### src/hdl/plp_pkg.sv
// Shared types and constants of the positional handle list.
`default_nettype none
package plp_pkg;

	localparam int unsigned POS_W     = 7;
	localparam int unsigned H_W       = 16;
	localparam int unsigned FIDX_W    = 6;
	localparam int unsigned CNT_OUT_W = 7;
	localparam int unsigned GRP_SIZE  = 32;
	localparam int unsigned GRP_BITS  = 5;

	typedef enum logic [2:0] {
		MODE_INSERT = 3'd0,
		MODE_REMOVE = 3'd1,
		MODE_GET    = 3'd2,
		MODE_FIND   = 3'd3,
		MODE_CLEAR  = 3'd4
	} mode_t;

	typedef enum logic [2:0] {
		ST_IDLE,
		ST_APPLY,
		ST_FLAG,
		ST_GROUP,
		ST_FINAL
	} state_t;

	// Latched transaction.
	typedef struct packed {
		logic [2:0]       mode;
		logic [POS_W-1:0] pos;
		logic [H_W-1:0]   handle;
		logic             ok;
	} op_t;

	// Control broadcast to every cell.
	typedef struct packed {
		logic             apply;
		logic             ins;
		logic             rem;
		logic             clr;
		logic             flag;
		logic [POS_W-1:0] pos;
		logic [H_W-1:0]   handle;
	} cell_ctrl_t;

	// Registered reduction of one group of cells.
	typedef struct packed {
		logic                hit;
		logic [GRP_BITS-1:0] first;
		logic                nz;
		logic [H_W-1:0]      pick;
	} grp_res_t;

endpackage
`default_nettype wire

### src/hdl/plp_cell.sv
// One list cell: holds an entry, shifts from its left neighbor, flags itself.
`default_nettype none
module plp_cell #(
	parameter int unsigned IDX = 0,
	parameter int unsigned CW  = 7
) (
	input  logic                        clk,
	input  logic                        arst_n,
	input  plp_pkg::cell_ctrl_t         ctrl,
	input  logic [CW-1:0]               count,
	input  logic [plp_pkg::H_W-1:0]     left,
	output logic [plp_pkg::H_W-1:0]     entry,
	output logic                        match,
	output logic                        nz,
	output logic [plp_pkg::H_W-1:0]     pick
);
	import plp_pkg::*;

	localparam bit IN_RANGE = (IDX < (1 << POS_W));

	logic [H_W-1:0] entry_q;
	logic [H_W-1:0] pick_q;
	logic           match_q;
	logic           nz_q;
	logic           at_pos;
	logic           beyond;
	logic           used;

	always_comb begin
		at_pos = 1'b0;
		beyond = 1'b1;
		if (IN_RANGE) begin
			at_pos = (ctrl.pos == POS_W'(IDX));
			beyond = (POS_W'(IDX) > ctrl.pos);
		end
		used = (CW'(IDX) < count);
	end

	always_ff @(posedge clk or negedge arst_n) begin
		if (!arst_n) begin
			entry_q <= '0;
		end else if (ctrl.apply) begin
			if (ctrl.clr) begin
				entry_q <= '0;
			end else if (ctrl.ins && at_pos) begin
				entry_q <= ctrl.handle;
			end else if (ctrl.ins && beyond) begin
				entry_q <= left;
			end else if (ctrl.rem && at_pos) begin
				entry_q <= '0;
			end
		end
	end

	// Capture the addressed entry before it is modified; set the match and nonzero flags in the flag step.
	always_ff @(posedge clk) begin
		if (ctrl.apply) begin
			pick_q <= at_pos ? entry_q : '0;
		end
		if (ctrl.flag) begin
			match_q <= used && (entry_q == ctrl.handle);
			nz_q    <= used && (entry_q != '0);
		end
	end

	assign entry = entry_q;
	assign pick  = pick_q;
	assign match = match_q;
	assign nz    = nz_q;

endmodule
`default_nettype wire

### config.mk
export PLATFORM = sky130hd
export DESIGN_NAME = plp_cell
export DESIGN_NICKNAME = d
export VERILOG_FILES = /design/src/hdl/plp_pkg.sv /design/src/hdl/plp_cell.sv
export SDC_FILE = /design/constraint.sdc
export NUM_CORES = 1
export LEC_CHECK = 0
export BUFFER_PORTS_ARGS = -buffer_cell sky130_fd_sc_hd__buf_2
export CORE_UTILIZATION = 46
export CTS_BUF_LIST = sky130_fd_sc_hd__clkbuf_16
export CTS_CLUSTER_SIZE = 30
export DETAILED_ROUTE_END_ITERATION = 10
export GPL_ROUTABILITY_DRIVEN = 0
export PLACE_DENSITY = 0.86
export SYNTH_ARGS = -nofsm -noshare
export SYNTH_HDL_FRONTEND = slang
export SYNTH_SLANG_ARGS = --single-unit
### constraint.sdc
create_clock -name clk -period 2 [get_ports clk]
set_input_delay 0.1 -clock clk [delete_from_list [all_inputs] [get_ports clk]]
set_output_delay 0.1 -clock clk [all_outputs]
set_load 0.1 [all_outputs]
==> flow_metrics.py <==
metrics = {
    "status": {
        "run_status": "finished, final reports clean",
    },
    "timing": {
        "holdWs_ps": 44.99,
        "setup_violations": 0,
        "finClkSkew_ps": 4.810,
        "final.setup.tns_ps": 0,
        "worstMarginPinSlew_ps": 698.3,
        "fmax_ghz": 0.6788,
        "slew_violations": 0,
        "relSlewSlack_pct": 53.44,
        "fin_crit_ps": 1473,
        "rsz0062_at_grt": "false",
        "period_share_pct": 73.66,
        "hold_viol": 0,
    },
    "global_routing": {
        "gr-total-overflow": 0,
        "grt_pass1_wl_um": 5595,
        "grt_pass1_vias": 1221,
        "grt_max_degree": 19,
        "grt_util_all_layers_pct": 22.38,
        "antenna_found_initial": 0,
    },
    "yosys": {
        "yosysSeqAreaShare_pct": 62.00,
        "synth_edf_count": 18,
        "avgSynthCellArea_um2": 14.05,
        "synth_nets": 161,
        "synth_flop_cell": "edfxtp_1",
        "synth_cell_types": 19,
        "ys_ff_latch": 34,
        "async_flop_share_pct": 47.06,
        "netlist_instances": 108,
        "ys.warnings.count": 0,
        "syn_area_um2": 1518,
    },
    "setup_path": {
        "critPathKind": "flop to flop",
        "worstPathArrival_ps": 1570,
        "crit_path_top_delay_cell": "dfrtp_1",
        "cpMostUsedCell": "nor4_1",
        "start_kind": "flop",
        "worstPathRequired_ps": 2090,
        "path_max_fanout": 5,
        "crit_path_cell_trace": "xor2_1, nor4_1, nand2_1, nor4_1",
        "slowest_delay_ps": 430,
        "cp-end-kind": "flop",
    },
    "final_layout": {
        "fin_nets": 238,
        "diodes": 0,
        "final_common_cell": "buf_2",
        "final-seq-area_um2": 940.9,
        "multi_input_area_um2": 550.5,
        "fillers": 244,
        "final_cell_mix": "buf_2 (70), edfxtp_1 (18), and2_1 (17)",
        "area_growth_pct": 35.61,
        "stdcell_count": 230,
        "layout-drive-gt1-share_pct": 49.46,
    },
    "power": {
        "intPower_w": 0.001250,
        "p_per_area_nw_per_um2": 810.4,
        "seqPwrFrac_pct": 45.3,
        "pwr-share-comb_pct": 12.3,
        "leakage_nw": 0.9828,
        "total_power_w": 0.001668,
        "power.switching_w": 0.0004181,
        "p_sw_share_pct": 25.06,
        "irDropWorstVdd_v": 0.0003133,
        "power.share.clock_pct": 42.4,
    },
    "cts": {
        "clock-sinks": 34,
        "clk_pin_slew_worst_paths_ps": 50,
        "cts-buffers-inserted": 5,
        "clk-insertion-delay-late_ps": 280,
        "cts_resized": 0,
        "clock_path_buffers": 2,
        "cts_tree": "yes",
        "h-tree-depth": 2,
        "clock-root-buffer": "clkbuf_16",
    },
    "floorplanning": {
        "dieHeight_um": 59.44,
        "start_util_pct": 48.91,
        "die-area_um2": 3533,
        "io_pins": 87,
        "die_x_um": 59.44,
        "core-area_um2": 3103,
        "rows": 20,
    },
    "detailed_routing": {
        "drc": 0,
        "num_vias": 1210,
        "wl_per_cell_um": 15.27,
        "first_iter_violations": 36,
        "first_pass_iters": 4,
        "vias_per_cell": 5.261,
        "antenna_left": 0,
        "routed_wl_um": 3512,
    },
    "placed_design": {
        "dp.cells": 221,
        "port-buffer-count": 70,
        "dpl.hpwl_um": 2592,
    },
    "flow_run": {
        "maxCapViolations": 0,
    },
    "worst_hold_path": {
        "min_path_type": "input port to flop",
    },
}
[through the flow]
stage	cell area, µm²	utilization [%]	setup WS, ps
floorplan	1518	-	151.6
global placement	1912	61.61	378.8
detailed placement	1912	61.61	324.6
CTS	2058	66.33	518.7
global route	2058	66.33	431.8
finish	2058	66.33	526.8
[cells by family (layout without fill, tap and decap cells)]
family,count (synthesis),after routing,synth area share [%]
DFF,34,34,61.99
buffers and inverters,3,81,1.731
xor gates and xnor gates,16,16,9.233
and+or+nand+nor,38,38,16.41
AOI/OAI and AO/OA,17,17,10.64
[registers in the layout, indices dropped and copies added (netlist names)]
register,flops
entry,16
pick,16
match,1
nz,1
[worst max-delay path: cells and delay by family (launching register included)]
family / cells / cell delay, ps
and+or+nand+nor: 3 / 700
DFF: 1 / 430
xor gates and xnor gates: 1 / 170
[repair_timing]
item,4_1_cts,5_1_grt
setup buffers,0,0
hold buffers,1,0
endpoints found under the hold margin,16,0
[routing by layer]
layer,up-vias,share of wire (%),track usage [%],routed length (µm)
li1,562,-,-,-
met1,588,38,25.36,1335
met2,46,53,37.88,1846
met3,14,5.4,5.022,188
met4,0,4.0,14.29,142
met5,-,0,0,0
[cells in the mapped netlist (all sizes together), types with 2 or more instances]
cell type	number	area, µm²
nor3	2	15.01
nand2	3	11.26
a22o	16	152.6
and2	17	106.4
xor2	4	35.03
nor2	2	7.510
dfrtp	16	400.4
nor4	8	65.06
xnor2	12	105.1
edfxtp	18	540.5
nand4	4	25.02
buf	2	22.52
[worst paths after layout]
kind | startpoint | end | slack [ps] | depth (start not counted)
setup / recovery | entry[11] | match | 530 | 4
hold / removal | ctrl[23] | nz | 40 | 1
setup reg to reg | entry[11] | match | 530 | 4
hold reg to reg | entry[7] | entry[7] | 610 | 1
max in group asynchronous | arst_n | entry[9] | 1440 | 2
min in group asynchronous | arst_n | entry[14] | 300 | 2
[power by group through the flow]
stage          logic [W]  registers [W]  clock network (W)
3_5_place_dp    0.000204       0.000769                  0
5_1_grt         0.000216       0.000757           0.000747
6_report        0.000205       0.000756           0.000707
4_1_cts         0.000206       0.000756           0.000713
2_1_floorplan  0.0000298       0.000872                  0
3_3_place_gp    0.000200       0.000768                  0
[final cells by class]
class | instances | share of cell area [%]
clock buffer | 5 | 6.079
sequential | 34 | 45.71
timing repair buffer | 73 | 18.24
multi-input combinational | 71 | 26.75
clock inverter | 3 | 0.5471
tap | 44 | 2.675
No activity file was read; power rests on OpenSTA's default activity.
