<file path="src/hdl/plp_pkg.sv">
// Shared types and constants of the positional handle list.
`default_nettype none
package plp_pkg;

	localparam int unsigned POS_W     = 7;
	localparam int unsigned H_W       = 16;
	localparam int unsigned FIDX_W    = 6;
	localparam int unsigned CNT_OUT_W = 7;
	localparam int unsigned GRP_SIZE  = 32;
	localparam int unsigned GRP_BITS  = 5;

	typedef enum logic [2:0] {
		MODE_INSERT = 3'd0,
		MODE_REMOVE = 3'd1,
		MODE_GET    = 3'd2,
		MODE_FIND   = 3'd3,
		MODE_CLEAR  = 3'd4
	} mode_t;

	typedef enum logic [2:0] {
		ST_IDLE,
		ST_APPLY,
		ST_FLAG,
		ST_GROUP,
		ST_FINAL
	} state_t;

	// Latched transaction.
	typedef struct packed {
		logic [2:0]       mode;
		logic [POS_W-1:0] pos;
		logic [H_W-1:0]   handle;
		logic             ok;
	} op_t;

	// Control broadcast to every cell.
	typedef struct packed {
		logic             apply;
		logic             ins;
		logic             rem;
		logic             clr;
		logic             flag;
		logic [POS_W-1:0] pos;
		logic [H_W-1:0]   handle;
	} cell_ctrl_t;

	// Registered reduction of one group of cells.
	typedef struct packed {
		logic                hit;
		logic [GRP_BITS-1:0] first;
		logic                nz;
		logic [H_W-1:0]      pick;
	} grp_res_t;

endpackage
`default_nettype wire

</file>
<file path="src/hdl/plp_grp.sv">
// Registered reduction over one group of cells: first match, nonzero, pick.
`default_nettype none
module plp_grp (
	input  logic                                           clk,
	input  logic                                           en,
	input  logic [plp_pkg::GRP_SIZE-1:0]                   match,
	input  logic [plp_pkg::GRP_SIZE-1:0]                   nz,
	input  logic [plp_pkg::GRP_SIZE-1:0][plp_pkg::H_W-1:0] pick,
	output plp_pkg::grp_res_t                              res
);
	import plp_pkg::*;

	grp_res_t res_d;
	grp_res_t res_q;

	always_comb begin
		res_d       = '0;
		res_d.nz    = |nz;
		res_d.hit   = |match;
		for (int i = GRP_SIZE - 1; i >= 0; i--) begin
			if (match[i]) begin
				res_d.first = GRP_BITS'(i);
			end
			res_d.pick = res_d.pick | pick[i];
		end
	end

	always_ff @(posedge clk) begin
		if (en) begin
			res_q <= res_d;
		end
	end

	assign res = res_q;

endmodule
`default_nettype wire
</file>
<file path="config.mk">
export PLATFORM = sky130hd
export DESIGN_NAME = plp_grp
export DESIGN_NICKNAME = d
export VERILOG_FILES = /design/src/hdl/plp_pkg.sv /design/src/hdl/plp_grp.sv
export SDC_FILE = /design/constraint.sdc
export NUM_CORES = 1
export LEC_CHECK = 0
export BUFFER_PORTS_ARGS = -buffer_cell sky130_fd_sc_hd__buf_2
export CAP_MARGIN = 20
export CORE_AREA = 4 4 229 231
export CTS_CLUSTER_DIAMETER = 200
export CTS_CLUSTER_SIZE = 24
export DETAILED_ROUTE_END_ITERATION = 6
export DIE_AREA = 0 0 233 235
export GPL_TIMING_DRIVEN = 0
export PLACE_DENSITY_LB_ADDON = 0.12
export SLEW_MARGIN = 15
export SYNTH_ARGS = -nofsm -noshare
export SYNTH_HDL_FRONTEND = slang
export SYNTH_SLANG_ARGS = --single-unit
</file>
<file path="constraint.sdc">
create_clock -name clk -period 1.5 [get_ports clk]
set_clock_uncertainty 0.1 [all_clocks]
set_input_delay 0.15 -clock clk [delete_from_list [all_inputs] [get_ports clk]]
set_output_delay 0.15 -clock clk [all_outputs]
set_load 0.03 [all_outputs]
</file>
==> results.py, run 1 <==
metrics = {
    "status": {
        "status": "complete, but fails checks",
        "failed_checks": "setup timing",
    },
    "timing": {
        "fmax_ghz": 0.665,
        "maxSlewHeadroom": 0.405,
        "setup_ws_ns": -0.00460,
        "final_min_period_over_clock_period": 1.00,
        "finalHoldViolations": 0,
        "setup_viol": 1,
        "period_minus_slack_ns": 1.50,
        "finalMaxSlewViolations": 0,
        "rsz0062_at_grt": "no",
        "tightest_slew_ns": 0.893,
    },
    "power": {
        "vdd_ir_drop_max_uv": 418,
        "powerDensity_nw_per_um2": 415,
        "power_leakage_nw": 2.83,
    },
    "clock_network": {
        "post_cts_buffers": 0,
        "root_buffer": "clkbuf_16",
        "hold_buffers": 0,
        "clk_pin_slew_ns": 0.09,
        "htree_levels": 1,
        "clk_path_buf_depth": 2,
        "cts_made_buffers": 3,
        "cts_tree": "yes",
        "cts.sinks": 23,
        "cts_resized": 1,
    },
    "drt": {
        "totalWireLength_um": 25000,
        "viasPerCell": 3.27,
        "wl_per_cell_um": 16.0,
        "vias": 5099,
        "dr.first_iter.drc_count": 105,
        "dr.pass1.iters": 4,
        "antenna_left": 0,
        "drc": 0,
    },
    "global_route": {
        "grt_use_total": 0.0829,
        "overflow": 0,
        "grt_pass1_vias": 5518,
        "grt_max_degree": 24,
        "antenna_found_initial": 7,
        "grt_pass1_wl_um": 33100,
    },
    "worst_setup_path": {
        "crit_type": "primary input to flip-flop",
        "critical_path.endpoint_type": "flip-flop",
        "path_cells": "buf_2 > nor4_1 > nand4_1 > or2_2",
        "slowest_delay_ns": 0.69,
        "cp_data_required_time_ns": 1.45,
        "arrival_ns": 1.45,
        "crit_fanout": 1,
        "crit_path_start_kind": "primary input",
        "cp_slowest_cell": "nor4_1",
    },
    "floorplan": {
        "num_rows": 82,
        "die-height_um": 235,
        "core_um2": 50100,
        "dieArea_um2": 54800,
        "ios": 601,
        "initial_core_util": 0.0449,
        "fp.dieW_um": 233,
    },
    "cells_and_area": {
        "final_util": 0.124,
        "largest_register_ffs": 23,
        "fin_area_um2": 6190,
        "fillers": 5952,
        "syn_to_final_growth_pct": 176,
        "layout-drive-gt1-share": 0.713,
        "nets": 1458,
    },
    "yosys": {
        "postSynthNetCount": 853,
        "ys_types": 26,
        "yosys_warnings": 0,
        "syn_area_um2": 2250,
        "synth_seq_area_share": 0.308,
        "syn_inst": 275,
        "ys_ff_latch": 23,
        "syn_avg_cell_area_um2": 8.17,
    },
    "flow_run": {
        "max-cap-violations": 0,
    },
    "placed_design": {
        "hpwlAfterDp_um": 23400,
        "gp_congestion": 0.804,
        "port_buffers": 600,
        "placed_cell_area_um2": 6090,
    },
    "min_path": {
        "min_path_type": "primary input to flip-flop",
    },
}
-- cell usage in the layout (no fill, tap or decap), types with 3 or more instances in the layout --
master | netlist | final
buf_2 | 0 | 600
nand2_1 | 3 | 3
edfxtp_1 | 23 | 23
nand4_1 | 35 | 35
diode_2 | 0 | 6
clkbuf_16 | 0 | 3
a21oi_1 | 7 | 7
nor2_1 | 10 | 10
or2_2 | 17 | 17
inv_1 | 6 | 6
nor4_1 | 143 | 143
nor3_1 | 5 | 5
o31ai_1 | 4 | 4
-- final cells by class --
type / count / area [µm²] / share of cell area
diodes: 6 / 15.0 / 0.00242
clock buffers: 3 / 75.1 / 0.0121
clock inverters: 1 / 7.51 / 0.00121
inverters: 6 / 22.5 / 0.00364
multi-input cells: 246 / 1540 / 0.248
flip-flops and latches: 23 / 691 / 0.112
well taps: 672 / 841 / 0.136
repair buffers: 600 / 3000 / 0.485
-- report_power, final --
group / switching, W / leakage (nW) / internal (W)
registers: 0.00000751 / 0.229 / 0.000740
logic: 0.000477 / 2.56 / 0.000612
clock network: 0.000364 / 0.0372 / 0.000367
total: 0.000848 / 2.83 / 0.00172
-- layer usage --
metal	global-route usage	share of wire	vias to the layer above
li1	-	-	2468
met4	0.0418	0.055	2
met2	0.170	0.55	370
met5	0	0.00048	-
met3	0.0260	0.097	47
met1	0.0691	0.30	2212
-- cells in the mapped netlist --
| cell type | instances | share of area |
|---|---|---|
| a221oi_1 | 1 | 0.0039 |
| or4_1 | 2 | 0.0067 |
| o21ai_0 | 2 | 0.0045 |
| a21boi_2 | 1 | 0.0050 |
| nand2_1 | 3 | 0.0050 |
| o21ai_1 | 1 | 0.0022 |
| o31ai_1 | 4 | 0.013 |
| o21a_1 | 1 | 0.0033 |
| or4_4 | 2 | 0.010 |
| a211oi_1 | 1 | 0.0033 |
| nor4_1 | 143 | 0.40 |
| nor3_2 | 2 | 0.0089 |
| a21oi_1 | 7 | 0.016 |
| edfxtp_1 | 23 | 0.31 |
| and2_1 | 1 | 0.0028 |
| nor2_1 | 10 | 0.017 |
| o2111ai_1 | 1 | 0.0039 |
| inv_1 | 6 | 0.010 |
| or2_2 | 17 | 0.047 |
| nor3b_1 | 2 | 0.0067 |
| a21o_1 | 1 | 0.0033 |
| a2111oi_0 | 2 | 0.0078 |
| nand4_1 | 35 | 0.097 |
| nor3_1 | 5 | 0.011 |
| nor2b_1 | 1 | 0.0028 |
| nand3_1 | 1 | 0.0022 |
-- worst max-delay path: cells and delay by family --
kind	cells	cell delay [ns]
buffers and inverters	1	0.12
and+or+nand+nor	3	1.17
-- path summary, 6_finish.rpt --
check	startpoint	endpoint	slack, ns	depth (start not counted)
worst max-delay path	pick[108]	res[12]$_DFFE_PP_	-0.005	4
worst min-delay path	match[0]	res[17]$_SDFFCE_PP0P_	0.09	2
-- cells by family (layout without fill, tap and decap cells) --
group	after synthesis	count (layout)	synth area share
DFF	23	23	0.308
AOI/OAI and AO/OA	22	22	0.0663
and+or+nand+nor	224	224	0.616
other	0	6	0
buffers and inverters	6	610	0.0100
-- metrics by stage --
stage	hold WS, ns	power [W]	setup TNS (ns)	setup slack, ns	instances
after floorplan	0.162	0.000943	0	0.128	275
after global placement	0.422	0.00187	-1.89	-0.370	1547
after detailed placement	0.411	0.00187	-1.85	-0.386	1547
after CTS	0.0674	0.00271	0	0.0649	1551
after global routing	0.0665	0.00281	0	0.00616	1556
final	0.0938	0.00257	-0.00460	-0.00460	1557
(Power assumes the default switching activity.)
==> run 2: changes to the inputs <==
--- a/config.mk
+++ b/config.mk
@@ -13,6 +13,7 @@
 export DETAILED_ROUTE_END_ITERATION = 6
 export DIE_AREA = 0 0 233 235
 export GPL_TIMING_DRIVEN = 0
+export MAX_ROUTING_LAYER = met4
 export PLACE_DENSITY_LB_ADDON = 0.12
 export SLEW_MARGIN = 15
 export SYNTH_ARGS = -nofsm -noshare
==> run 2 against run 1 <==
Compared with the run above: the run still ends with setup timing left; non-clock buffer count unchanged; total power about the same; worst setup slack about the same; global-route usage up 0.24 points; fmax about the same; final area unchanged; clock power about the same; die area unchanged; sequential power about the same; sequential share of layout area unchanged; largest power group unchanged.
==> results.py, run 2 (synthesis results as in run 1) <==
metrics = {
    "floorplan": {
        "num_rows": 82,
        "ios": 601,
        "die-height_um": 235,
        "core_um2": 50100,
        "fp.dieW_um": 233,
        "dieArea_um2": 54800,
        "initial_core_util": 0.0449,
    },
    "worst_setup_path": {
        "crit_family": "simple AND/OR/NAND/NOR gates",
        "crit_fanout": 1,
        "arrival_ns": 1.45,
        "path_cells": "buf_2 > nor4_1 > nand4_1 > or2_2",
        "crit_path_start_kind": "primary input",
        "cp_data_required_time_ns": 1.45,
        "slowest_delay_ns": 0.69,
        "cp_slowest_cell": "nor4_1",
        "critPathBufInv": 1,
        "crit_type": "primary input to flip-flop",
        "critical_path.endpoint_type": "flip-flop",
    },
    "timing": {
        "setup_ws_ns": -0.00430,
        "fmax_ghz": 0.665,
        "rsz0062_at_grt": "no",
        "finalMaxSlewViolations": 0,
        "final_min_period_over_clock_period": 1.00,
        "setup_viol": 1,
        "period_minus_slack_ns": 1.50,
        "tightest_slew_ns": 0.894,
        "finalHoldViolations": 0,
        "maxSlewHeadroom": 0.404,
    },
    "cells_and_area": {
        "final_util": 0.124,
        "layout-drive-gt1-share": 0.713,
        "final_cell_count_no_fill": 1557,
        "final_cell_mix": "buf_2, nor4_1, nand4_1",
        "syn_to_final_growth_pct": 176,
        "nets": 1458,
        "final_common_cell": "buf_2",
        "largest_register_ffs": 23,
    },
    "placed_design": {
        "dp.cells": 1547,
        "gp_congestion": 0.816,
        "port_buffers": 600,
        "hpwlAfterDp_um": 23400,
    },
    "clock_network": {
        "cts.sinks": 23,
        "post_cts_buffers": 0,
        "root_buffer": "clkbuf_16",
        "clk_pin_slew_ns": 0.09,
        "cts_tree": "yes",
        "clk_path_buf_depth": 2,
        "htree_levels": 1,
        "cts_made_buffers": 3,
    },
    "power": {
        "vdd_ir_drop_max_uv": 418,
        "power_leakage_nw": 2.83,
        "powerDensity_nw_per_um2": 415,
    },
    "drt": {
        "drc": 0,
        "vias": 5105,
        "viasPerCell": 3.28,
        "totalWireLength_um": 25000,
        "antenna_left": 0,
        "dr.pass1.iters": 4,
        "wl_per_cell_um": 16.0,
        "dr.first_iter.drc_count": 93,
    },
    "global_route": {
        "grt_use_total": 0.0853,
        "antenna_found_initial": 7,
        "grt_max_degree": 24,
        "grt_pass1_wl_um": 33100,
        "overflow": 0,
        "grt_pass1_vias": 5540,
    },
    "flow_run": {
        "max-cap-violations": 0,
    },
    "status": {
        "failed_checks": "setup timing",
        "status": "complete, but fails checks",
    },
    "min_path": {
        "min_path_type": "primary input to flip-flop",
    },
}
## run 2: cell counts in the layout (fill, tap and decap cells not counted)
No cell type changed its count.
## run 2: layout make-up
type / instances / area, µm²
fill: 5952 / 43900
timing repair buffer: 600 / 3000
multi-input combinational: 246 / 1540
tap: 672 / 841
sequential: 23 / 691
clock buffer: 3 / 75.1
inverter: 6 / 22.5
antenna: 6 / 15.0
clock inverter: 1 / 7.51
## run 2: per-layer routing
layer,GRT usage,routed length [µm],vias to the layer above
li1,-,-,2468
met2,0.170,13700,369
met4,0.0418,1280,0
met3,0.0216,2200,43
met5,-,0,-
met1,0.0718,7770,2225
## run 2: what timing repair did
item,4_1_cts,5_1_grt
endpoints found under the setup margin,1,0
hold buffers,0,0
gates resized for setup,1,0
## run 2: power by group
part           internal, W  switching [W]  total (W)
clock network     0.000367       0.000363   0.000731
registers         0.000740     0.00000751   0.000747
logic             0.000612       0.000477    0.00109
## run 2: per-stage QoR
step | power [W] | cell area, µm² | hold WS, ns | setup TNS (ns) | setup WS, ns
4_1_cts | 0.00271 | 6180 | 0.0674 | 0 | 0.0649
6_report | 0.00257 | 6190 | 0.0944 | -0.00430 | -0.00430
5_1_grt | 0.00281 | 6190 | 0.0668 | 0 | 0.00612
3_3_place_gp | 0.00187 | 6090 | 0.422 | -1.89 | -0.370
3_5_place_dp | 0.00187 | 6090 | 0.411 | -1.85 | -0.386
2_1_floorplan | 0.000943 | 2250 | 0.162 | 0 | 0.128
## run 2: worst paths after layout
path / start / to / cells past startpoint
hold / removal: match[0] / res[17]$_SDFFCE_PP0P_ / 2
setup / recovery: pick[108] / res[12]$_DFFE_PP_ / 4
